**config.mk**
```make
export PLATFORM = sky130hd
export DESIGN_NAME = button_gesture_classifier_flat
export DESIGN_NICKNAME = d
export VERILOG_FILES = /design/src/hw/rtl/bgc_pkg.sv /design/src/hw/rtl/bgc_if.sv /design/src/hw/rtl/bgc_cfg_regs.sv /design/src/hw/rtl/bgc_core.sv /design/src/hw/rtl/button_gesture_classifier.sv /design/src/flat_wrapper.sv
export SDC_FILE = /design/constraint.sdc
export NUM_CORES = 1
export LEC_CHECK = 0
export ABC_AREA = 1
export BUFFER_PORTS_ARGS = -buffer_cell sky130_fd_sc_hd__buf_2
export CAP_MARGIN = 20
export CORE_MARGIN = 8
export CORE_UTILIZATION = 30
export CTS_BUF_LIST = sky130_fd_sc_hd__clkbuf_4 sky130_fd_sc_hd__clkbuf_8
export DETAILED_ROUTE_END_ITERATION = 6
export GPL_TIMING_DRIVEN = 0
export PLACE_DENSITY = 0.41
export SLEW_MARGIN = 20
export SYNTH_ARGS = -nofsm -noshare
export SYNTH_HDL_FRONTEND = slang
export SYNTH_SLANG_ARGS = --single-unit
```
**constraint.sdc**
```tcl
create_clock -name clk -period 5.3 [get_ports clk]
set_input_delay 1.06 -clock clk [delete_from_list [all_inputs] [get_ports clk]]
set_output_delay 1.06 -clock clk [all_outputs]
set_load 0.05 [all_outputs]
```
**src/hw/rtl/bgc_pkg.sv**
```systemverilog
// Shared types and constants for the button gesture classifier.
// No dependencies; imported by every other RTL file of the block.
`default_nettype none

package bgc_pkg;

  localparam int unsigned StampW   = 32;
  localparam int unsigned CfgW     = 16;
  localparam int unsigned GestureW = 3;
  localparam int unsigned TallyW   = 3;
  localparam int unsigned RegIdxW  = 2;

  typedef logic [StampW-1:0]   stamp_t;
  typedef logic [CfgW-1:0]     cfg_word_t;
  typedef logic [GestureW-1:0] gesture_t;
  typedef logic [TallyW-1:0]   tally_t;
  typedef logic [RegIdxW-1:0]  reg_idx_t;

  // configuration register indexes
  localparam reg_idx_t REG_DEBOUNCE   = 2'd0;
  localparam reg_idx_t REG_LONG_PRESS = 2'd1;
  localparam reg_idx_t REG_CLICK_GAP  = 2'd2;

  localparam cfg_word_t DEBOUNCE_RESET   = 16'd50;
  localparam cfg_word_t LONG_PRESS_RESET = 16'd1000;
  localparam cfg_word_t CLICK_GAP_RESET  = 16'd300;

  // gesture codes; click codes equal the click count
  localparam gesture_t GESTURE_NONE = 3'd0;
  localparam gesture_t GESTURE_LONG = 3'd4;

  localparam tally_t TALLY_MAX  = 3'd7;
  localparam tally_t MAX_CLICKS = 3'd3;

  typedef struct packed {
    cfg_word_t debounce_ms;
    cfg_word_t long_press_ms;
    cfg_word_t click_gap_ms;
  } bgc_cfg_t;

endpackage

`default_nettype wire

```
**src/hw/rtl/bgc_if.sv**
```systemverilog
// Valid/ready channel interfaces of the button gesture classifier:
// sample input, gesture result and configuration write. Uses bgc_pkg.
`default_nettype none

interface bgc_sample_if
  import bgc_pkg::*;
();
  logic   valid;
  logic   ready;
  logic   raw_level;
  stamp_t now_ms;

  modport source (output valid, output raw_level, output now_ms, input ready);
  modport sink   (input valid, input raw_level, input now_ms, output ready);
endinterface

interface bgc_result_if
  import bgc_pkg::*;
();
  logic     valid;
  logic     ready;
  gesture_t gesture;

  modport source (output valid, output gesture, input ready);
  modport sink   (input valid, input gesture, output ready);
endinterface

interface bgc_cfg_if
  import bgc_pkg::*;
();
  logic      valid;
  logic      ready;
  reg_idx_t  index;
  cfg_word_t data;

  modport source (output valid, output index, output data, input ready);
  modport sink   (input valid, input index, input data, output ready);
endinterface

`default_nettype wire

```
**src/hw/rtl/bgc_cfg_regs.sv**
```systemverilog
// Configuration register file: debounce, long-press and click-gap times.
// Depends on bgc_pkg and bgc_cfg_if.
`default_nettype none

module bgc_cfg_regs
  import bgc_pkg::*;
(
  input  wire       clk,
  input  wire       rst,
  bgc_cfg_if.sink   cfg,
  output bgc_cfg_t  regs
);

  assign cfg.ready = 1'b1;

  always_ff @(posedge clk) begin
    if (rst) begin
      regs.debounce_ms   <= DEBOUNCE_RESET;
      regs.long_press_ms <= LONG_PRESS_RESET;
      regs.click_gap_ms  <= CLICK_GAP_RESET;
    end else if (cfg.valid) begin
      unique case (cfg.index)
        REG_DEBOUNCE:   regs.debounce_ms   <= cfg.data;
        REG_LONG_PRESS: regs.long_press_ms <= cfg.data;
        REG_CLICK_GAP:  regs.click_gap_ms  <= cfg.data;
        default: ;  // unmapped index, dropped
      endcase
    end
  end

endmodule

`default_nettype wire

```
**src/hw/rtl/bgc_core.sv**
```systemverilog
// Debounce, press tally and gesture decision for one sample per cycle with load high.
// Holds the classifier state. Depends on bgc_pkg.
`default_nettype none

module bgc_core
  import bgc_pkg::*;
(
  input  wire       clk,
  input  wire       rst,
  input  wire       load,
  input  wire       level,
  input  stamp_t    now,
  input  bgc_cfg_t  regs,
  output gesture_t  gesture
);

  logic   prev_raw, prev_raw_next;
  logic   stable_level, stable_level_next;
  stamp_t change_stamp, change_stamp_next;
  tally_t press_tally, press_tally_next;
  stamp_t last_press_stamp, last_press_stamp_next;
  logic   holding, holding_next;
  stamp_t hold_start_stamp, hold_start_stamp_next;

  logic   raw_changed;
  logic   stable_edge;
  logic   press;
  logic   hold_start;
  logic   long_hit;
  logic   gap_hit;
  stamp_t since_change;
  stamp_t since_hold;
  stamp_t since_press;
  tally_t tally_upd;

  always_comb begin
    raw_changed = (level != prev_raw);
    // restamped values read as zero elapsed time
    since_change = raw_changed ? '0 : now - change_stamp;
    stable_edge  = (since_change > {16'd0, regs.debounce_ms}) && (level != stable_level);
    press        = stable_edge && !level;
    hold_start   = press && !holding;

    prev_raw_next         = level;
    change_stamp_next     = raw_changed ? now : change_stamp;
    stable_level_next     = stable_edge ? level : stable_level;
    last_press_stamp_next = press ? now : last_press_stamp;
    hold_start_stamp_next = hold_start ? now : hold_start_stamp;

    if (press && press_tally != TALLY_MAX) begin
      tally_upd = press_tally + 3'd1;
    end else begin
      tally_upd = press_tally;
    end

    if (stable_edge) begin
      holding_next = !level;
    end else begin
      holding_next = holding;
    end

    since_hold  = hold_start ? '0 : now - hold_start_stamp;
    since_press = press ? '0 : now - last_press_stamp;
    long_hit    = holding_next && (since_hold > {16'd0, regs.long_press_ms});
    gap_hit     = (since_press > {16'd0, regs.click_gap_ms}) && (tally_upd != '0);

    press_tally_next = tally_upd;
    gesture          = GESTURE_NONE;
    priority if (long_hit) begin
      holding_next     = 1'b0;
      press_tally_next = '0;
      gesture          = GESTURE_LONG;
    end else if (gap_hit) begin
      press_tally_next = '0;
      if (!holding_next && tally_upd <= MAX_CLICKS) begin
        gesture = gesture_t'(tally_upd);
      end
    end else begin
    end
  end

  always_ff @(posedge clk) begin
    if (rst) begin
      prev_raw         <= 1'b1;
      stable_level     <= 1'b1;
      change_stamp     <= '0;
      press_tally      <= '0;
      last_press_stamp <= '0;
      holding          <= 1'b0;
      hold_start_stamp <= '0;
    end else if (load) begin
      prev_raw         <= prev_raw_next;
      stable_level     <= stable_level_next;
      change_stamp     <= change_stamp_next;
      press_tally      <= press_tally_next;
      last_press_stamp <= last_press_stamp_next;
      holding          <= holding_next;
      hold_start_stamp <= hold_start_stamp_next;
    end
  end

  // a held press always sits on a pressed stable level
  a_hold_pressed: assert property (@(posedge clk) disable iff (rst)
    holding |-> !stable_level)
    else $error("holding set while stable level released");

  a_long_clears: assert property (@(posedge clk) disable iff (rst)
    load && long_hit |=> press_tally == '0 && !holding)
    else $error("long press left tally or hold set");

  a_press_stamp: assert property (@(posedge clk) disable iff (rst)
    load && press |=> last_press_stamp == $past(now))
    else $error("press time stamp not captured");

endmodule

`default_nettype wire

```
**src/hw/rtl/button_gesture_classifier.sv**
```systemverilog
// Button gesture classifier: debounces an active-low button level and
// reports single, double, triple clicks and long presses.
//
// Channels: sample (raw_level, now_ms) in, result (gesture) out, and cfg,
// a register write port (index 0 debounce_ms, 1 long_press_ms,
// 2 click_gap_ms; other indexes are dropped). cfg is always ready.
// Every sample beat yields exactly one result beat; gesture 0 means none.
// An accepted sample sits in the input register; its gesture is then registered.
// Throughput: one sample per cycle unless result stalls; the state update is
// one pass of subtract/compare logic between the input and result registers.
// When result is stalled the input register holds one more sample and then
// sample.ready drops; nothing is lost or repeated.
// Reset (rst, synchronous) empties both registers, loads the default times
// (50, 1000, 300 ms) and returns the detector to released with no presses.
// Depends on bgc_pkg, bgc_if, bgc_cfg_regs and bgc_core.
`default_nettype none

module button_gesture_classifier
  import bgc_pkg::*;
(
  input  wire          clk,
  input  wire          rst,
  bgc_sample_if.sink   sample,
  bgc_result_if.source result,
  bgc_cfg_if.sink      cfg
);

  logic     q_valid;
  logic     q_level;
  stamp_t   q_now;
  logic     res_valid;
  gesture_t res_gesture;
  logic     advance;
  gesture_t gesture;
  bgc_cfg_t regs;

  assign advance        = !res_valid || result.ready;
  assign sample.ready   = !q_valid || advance;
  assign result.valid   = res_valid;
  assign result.gesture = res_gesture;

  bgc_cfg_regs u_cfg (
    .clk  (clk),
    .rst  (rst),
    .cfg  (cfg),
    .regs (regs)
  );

  bgc_core u_core (
    .clk     (clk),
    .rst     (rst),
    .load    (advance && q_valid),
    .level   (q_level),
    .now     (q_now),
    .regs    (regs),
    .gesture (gesture)
  );

  always_ff @(posedge clk) begin
    if (rst) begin
      q_valid <= 1'b0;
    end else if (sample.ready) begin
      q_valid <= sample.valid;
    end
  end

  always_ff @(posedge clk) begin
    if (sample.ready && sample.valid) begin
      q_level <= sample.raw_level;
      q_now   <= sample.now_ms;
    end
  end

  always_ff @(posedge clk) begin
    if (rst) begin
      res_valid <= 1'b0;
    end else if (advance) begin
      res_valid <= q_valid;
    end
  end

  always_ff @(posedge clk) begin
    if (advance && q_valid) begin
      res_gesture <= gesture;
    end
  end

  a_q_held: assert property (@(posedge clk) disable iff (rst)
    q_valid && !advance |=> q_valid && $stable(q_now) && $stable(q_level))
    else $error("stalled sample lost from input register");

  a_res_loaded: assert property (@(posedge clk) disable iff (rst)
    q_valid && advance |=> res_valid)
    else $error("processed sample produced no result beat");

  a_gesture_range: assert property (@(posedge clk) disable iff (rst)
    res_valid |-> res_gesture <= GESTURE_LONG)
    else $error("gesture code out of range");

endmodule

`default_nettype wire

```
**src/flat_wrapper.sv**
```systemverilog
// flat-port wrapper written by rule: the top's interface ports become plain ports
module button_gesture_classifier_flat import bgc_pkg::*;
  (clk, rst, sample_valid, sample_raw_level, sample_now_ms, sample_ready, result_valid, result_gesture, result_ready, cfg_valid, cfg_index, cfg_data, cfg_ready);
  bgc_sample_if sample_i ();
  bgc_result_if result_i ();
  bgc_cfg_if cfg_i ();
  input  wire clk;
  input  wire rst;
  input wire logic [$bits(sample_i.valid)-1:0] sample_valid;
  input wire logic [$bits(sample_i.raw_level)-1:0] sample_raw_level;
  input wire logic [$bits(sample_i.now_ms)-1:0] sample_now_ms;
  output wire logic [$bits(sample_i.ready)-1:0] sample_ready;
  output wire logic [$bits(result_i.valid)-1:0] result_valid;
  output wire logic [$bits(result_i.gesture)-1:0] result_gesture;
  input wire logic [$bits(result_i.ready)-1:0] result_ready;
  input wire logic [$bits(cfg_i.valid)-1:0] cfg_valid;
  input wire logic [$bits(cfg_i.index)-1:0] cfg_index;
  input wire logic [$bits(cfg_i.data)-1:0] cfg_data;
  output wire logic [$bits(cfg_i.ready)-1:0] cfg_ready;
  assign sample_i.valid = sample_valid;
  assign sample_i.raw_level = sample_raw_level;
  assign sample_i.now_ms = sample_now_ms;
  assign sample_ready = sample_i.ready;
  assign result_valid = result_i.valid;
  assign result_gesture = result_i.gesture;
  assign result_i.ready = result_ready;
  assign cfg_i.valid = cfg_valid;
  assign cfg_i.index = cfg_index;
  assign cfg_i.data = cfg_data;
  assign cfg_ready = cfg_i.ready;
  button_gesture_classifier u_core (.clk(clk), .rst(rst), .sample(sample_i), .result(result_i), .cfg(cfg_i));
endmodule
```
---- After elaboration in Yosys (flattened, before gate mapping) ----
Index checks and enable logic that the tools add are counted.
word-level totals
  register bits after elaboration ......... 188
  input port bits ......................... 56
  output and inout port bits .............. 6
  word-level logic and storage cells ...... 67
operators by class
  add/sub/neg operators ................... 4
  magnitude comparators ................... 4
  equality and inequality tests ........... 5
  mux-type cells .......................... 10
  bitwise operators ....................... 2
  reduce and logical (&&, ||, !) cells .... 26
operator list
  cell                 count
  $gt 32x16->1         3
  $mux 32              3
  $sub 32x32->32       3
  $mux 3               5
  $reduce_and 2->1     7
  $logic_and 1x1->1    9
  $logic_not 1->1      5
  $add 3x1->3 const B  1
  $le 3x2->1 const B   1
  $ne 3x3->1 const B   1
  $reduce_bool 3->1    1
  $reduce_or 3->1      1
  $eq 2x1->1 const B   1
  $eq 2x2->1 const B   1
  $logic_not 2->1      1
  $logic_or 1x1->1     2
  $mux 1               2
  $ne 1x1->1           2
  $not 1->1            2

---- Depth between registers and ports, before layout ----
  word-level depth ........................ 11
  gate-level depth with buffers ........... 35
  gate-level depth less buffers ........... 34

---- Hierarchy ----
From an unflattened synthesis, not the netlist that was laid out.
unflattened totals
  cell total of the unflattened synthesis .. 2484
  area, all modules ....................... 15687.5 um2
modules (own cells, without submodules)
  module                     instances  cells each  area an instance (um2)  seq. area each (um2)
  bgc_core                   1          2146        12529.5                 2042.0
  bgc_cfg_regs               1          290         1985.7                  960.9
  button_gesture_classifier  1          48          1172.4                  1121.1

---- Worst setup path after synthesis ----
Ideal clock, no wire load.
  kind .................................... register -> register
  from .................................... register u_core.q_now[1]
  to ...................................... register u_core.res_gesture[1] (netlist: u_core.result.gesture[1]) (data pin)
  setup time .............................. 0.254 ns
  arrival ................................. 4.113 ns
  required time ........................... 5.046 ns
  setup slack ............................. 0.934 ns
  stages on the path, launching flop included .. 29
  buffers on the path ..................... 1
  clock period less this slack ............ 4.366 ns
  cell sequence ........................... edfxtp_1 -> inv_1 -> fa_1 -> nor2_1 -> nand2_1 -> nand2_2 -> nand3_1 -> nand3_1 -> a21oi_1 -> ha_1 -> nand2_1 -> nor3_1 -> nand4_1 -> o21ai_0 -> nand3_4 -> nand2_4 -> inv_1 -> buf_2 -> nor2_1 -> ha_1 -> a21oi_1 -> nor2_1 -> a211oi_1 -> o21ai_0 -> nand3_1 -> a32o_1 -> nand2_1 -> nand4_1 -> nor2_1
on the way
  cells in the longest elaborated chain, start to end .. 11
  elaborated cells on any way between the ends .. 24
  those cells by class .................... add/sub: 3; order compare: 4; mux: 5; bitwise: 2; reduce/logical: 10
RTL lines
  element                                                                  line                             text
  start: declaration                                                       button_gesture_classifier.sv:30  stamp_t q_now;
  start signal: assignment                                                 button_gesture_classifier.sv:70  q_now <= sample.now_ms;
  parallel branches: the longest is 11 deep, another holds $sub 32x32->32  --
  end signal: assignment                                                   button_gesture_classifier.sv:84  res_gesture <= gesture;
  end: declaration                                                         button_gesture_classifier.sv:32  gesture_t res_gesture;
Parallel ways; which one is timed is not known.
A chain may end at the register's enable or synchronous reset.

---- Final worst setup path ----
  from .................................... register u_core.q_now[8]
  to ...................................... register u_core.res_gesture[1] (netlist: u_core.result.gesture[1]) (data pin)
Same word-level chain as after synthesis.

==> results_dict.tcl <==
set metrics [dict create \
    status "complete, no violations" \
    cp_top_family "simple AND/OR/NAND/NOR gates" \
    end_kind "register" \
    pre_cts_ws_ps -669 \
    synthFlopType "dfxtp_1" \
    post-route-period-util_pct 94.5 \
    port_buffers 59 \
    htreeDepth 4 \
    drtPass1Iterations 5 \
    core_area_um2 49700 \
    crit_fanout 10 \
    p_sw_share_pct 40.7 \
    relSlewSlack_pct 33.1 \
    p_leak_uw 0.00831 \
    gr-total-overflow 0 \
    clock-root-buffer "clkbuf_8" \
    grt_pass1_vias 14400 \
    wirelength_um 53900 \
    fmax_mhz 200 \
    antenna_found_initial 0 \
    grt.total_usage_pct 18.9 \
    drc_errors 0 \
    power.internal_uw 2480 \
    die_area_um2 57300 \
    cts_tree "built" \
    ant_nets 0 \
    switching_power_uw 1700 \
    fp.dieW_um 239 \
    clkTransAtPathRegs_ps 110 \
    crit_required_ps 5640 \
    hpwl_um 44200 \
    syn-num-nets 2563 \
    cts_buffers 17 \
    start_util_pct 30.1 \
    synth_warnings 0 \
    synthesis.area_um2 15000 \
    fin_area_um2 17100 \
    p_seq_share_pct 38.1 \
    seq_area_frac_synth_pct 27.6 \
    avgSynthCellArea_um2 6.34 \
    holdCritPathClass "register to register" \
    vias 14900 \
    setup_slack_ps 290 \
    gp_congestion 0.934 \
    path_class "register to register" \
    hold_buffers 0 \
    io_pins 62 \
    max-cap-violations 0 \
    finalClockSkew_ps 23.9 \
    cts_sinks 188 \
    cts_max_path_buffers 2 \
    grt_max_degree 29 \
    synth_edf_count 36 \
    place_area_um2 16100 \
    grt_pass1_wl_um 82000 \
    cp.arrival_ps 5350 \
    yosys_register_bits 188 \
    power_density_nw_per_um2 244 \
    finalNetCount 2673 \
    clkPwrFrac_pct 23.5 \
    synthCells 2361 \
    tightest_slew_ps 1000 \
    critPathBufInv 2 \
    setup_viol 0 \
    viasPerCell 4.73 \
    finalHoldViolCount 0 \
    wl_per_cell_um 17.1 \
    drive_gt1_share_pct 9.22 \
    pwr-share-comb_pct 38.4 \
    fp.dieH_um 239 \
    drt_iter0_markers 856 \
    synthArstFlopShare_pct 0 \
    min_period_ps 5010 \
    peakVddDrop_uv 179 \
    num_rows 82 \
    diodes 0 \
    ys_types 46 \
    areaGrowthSynthToFinish_pct 14.5 \
    insertion_delay_ps 570 \
    fin_tns_setup_ps 0 \
    slowest_stage "edfxtp_1" \
    cpPeakStageDelay_ps 550 \
    critPathLaunchType "register" \
    slew_violations 0 \
]
==> cell usage after synthesis (4+ instances only) <==
master,instances,area (um^2)
a211oi_1,5,37.5
a21o_1,4,30.0
a21oi_1,231,1160
and2_1,5,31.3
buf_2,8,40.0
buf_6,6,67.6
clkbuf_1,32,120
dfxtp_1,152,3040
edfxtp_1,36,1080
ha_1,143,1790
inv_1,454,1700
inv_2,4,15.0
nand2_1,650,2440
nand2_2,7,43.8
nand3_1,112,561
nand3b_1,8,60.1
nand4_1,49,307
nor2_1,175,657
nor3_1,17,85.1
o211ai_1,15,113
o21ai_0,107,536
o21ai_1,57,285
o21bai_1,8,60.1
or2_2,4,25.0
xnor2_1,14,123
xor2_1,23,201
==> layout by cell type, fill, tap and decap left out, types with 13 or more instances in the layout <==
master and instances:
nand2_1 639, inv_1 449, a21oi_1 226, nor2_1 166, dfxtp_1 152, ha_1 128, nand3_1 109, o21ai_0 102
buf_2 65, o21ai_1 58, nand4_1 49, edfxtp_1 36, buf_4 32, clkbuf_1 30, xor2_1 23, nand2_2 17
clkbuf_8 17, nor3_1 15, o211ai_1 15, ha_4 14, xnor2_1 13
==> per-layer routing <==
layer	GRT usage (%)	vias up	wire [um]
li1	-	7788	-
met2	32.7	191	25900
met4	5.60	0	1120
met1	24.3	6907	25500
met5	0	-	0
met3	2.51	51	1390
==> repair_timing <==
| item | CTS | global route |
|---|---|---|
| endpoints found under the setup margin | 7 | 7 |
| setup buffers | 21 | 10 |
| pin swaps | 0 | 19 |
| cloned | 0 | 0 |
| resized for setup | 26 | 64 |
| endpoints found under the hold margin | 0 | 0 |
==> metrics by stage <==
stage               hold slack (ps)  utilization, %  std cells  power, uW
floorplan                       435               -       2361       2680
global placement                446            32.4       3092       3120
detailed placement              453            32.5       3093       3130
CTS                             468            33.9       3146       4190
global route                    475            34.5       3156       4520
finish                          463            34.5       3156       4180
==> kinds of logic after synthesis <==
kind of cell | share of synthesized area, %
compound gates | 15.4
xor+xnor | 2.17
fa+ha+maj | 12.4
buf+inv | 13.1
flops | 27.6
other cells | 0.0251
simple gates | 29.4
==> power by group through the flow <==
stage                     Sequential, uW  Clock, uW  Combinational, uW
after detailed placement            1640          0               1490
after global placement              1640          0               1480
after global routing                1600       1090               1830
after floorplan                     1610          0               1070
after CTS                           1600       1030               1550
final                               1590        981               1610
==> area by class of cell <==
| type | count | area, um^2 |
|---|---|---|
| Tap cell | 672 | 841 |
| Buffer | 47 | 253 |
| Multi-Input combinational cell | 1667 | 9270 |
| Fill cell | 5612 | 32500 |
| Clock buffer | 17 | 234 |
| Timing Repair Buffer | 91 | 548 |
| Inverter | 459 | 1730 |
| Clock inverter | 15 | 139 |
| Sequential cell | 188 | 4120 |
==> flip-flops by register name (all words and copies together), names as in the netlist <==
| name | cells |
|---|---|
| u_core.result.valid | 1 |
| u_core.q_level | 1 |
| u_core.u_core.change_stamp | 32 |
| u_core.u_core.holding | 1 |
| u_core.result.gesture | 3 |
| u_core.q_now | 32 |
| u_core.u_core.press_tally | 3 |
| u_core.q_valid | 1 |
| u_core.u_core.stable_level | 1 |
| u_core.u_core.hold_start_stamp | 32 |
| u_core.u_cfg.regs | 48 |
| u_core.u_core.last_press_stamp | 32 |
| u_core.u_core.prev_raw | 1 |
==> tightest hold or removal path, delay by kind of cell, from the launching register on <==
family                 cells  cell delay, ps
buffers and inverters      1              60
DFF                        1             310
AOI/OAI and AO/OA          1              60
==> worst paths after layout <==
check,from,end,slack (ps),cells past startpoint
max,u_core.q_now[8]$_DFFE_PP_,u_core.result.gesture[1]$_SDFFCE_PP0P_,290,30
min,u_core.u_core.hold_start_stamp[23]$_SDFFE_PP0P_,u_core.u_core.hold_start_stamp[23]$_SDFFE_PP0P_,460,2
max reg2reg,u_core.q_now[8]$_DFFE_PP_,u_core.result.gesture[1]$_SDFFCE_PP0P_,290,30
min reg2reg,u_core.u_core.hold_start_stamp[23]$_SDFFE_PP0P_,u_core.u_core.hold_start_stamp[23]$_SDFFE_PP0P_,460,2
No activity file was read; power rests on OpenSTA's default activity.
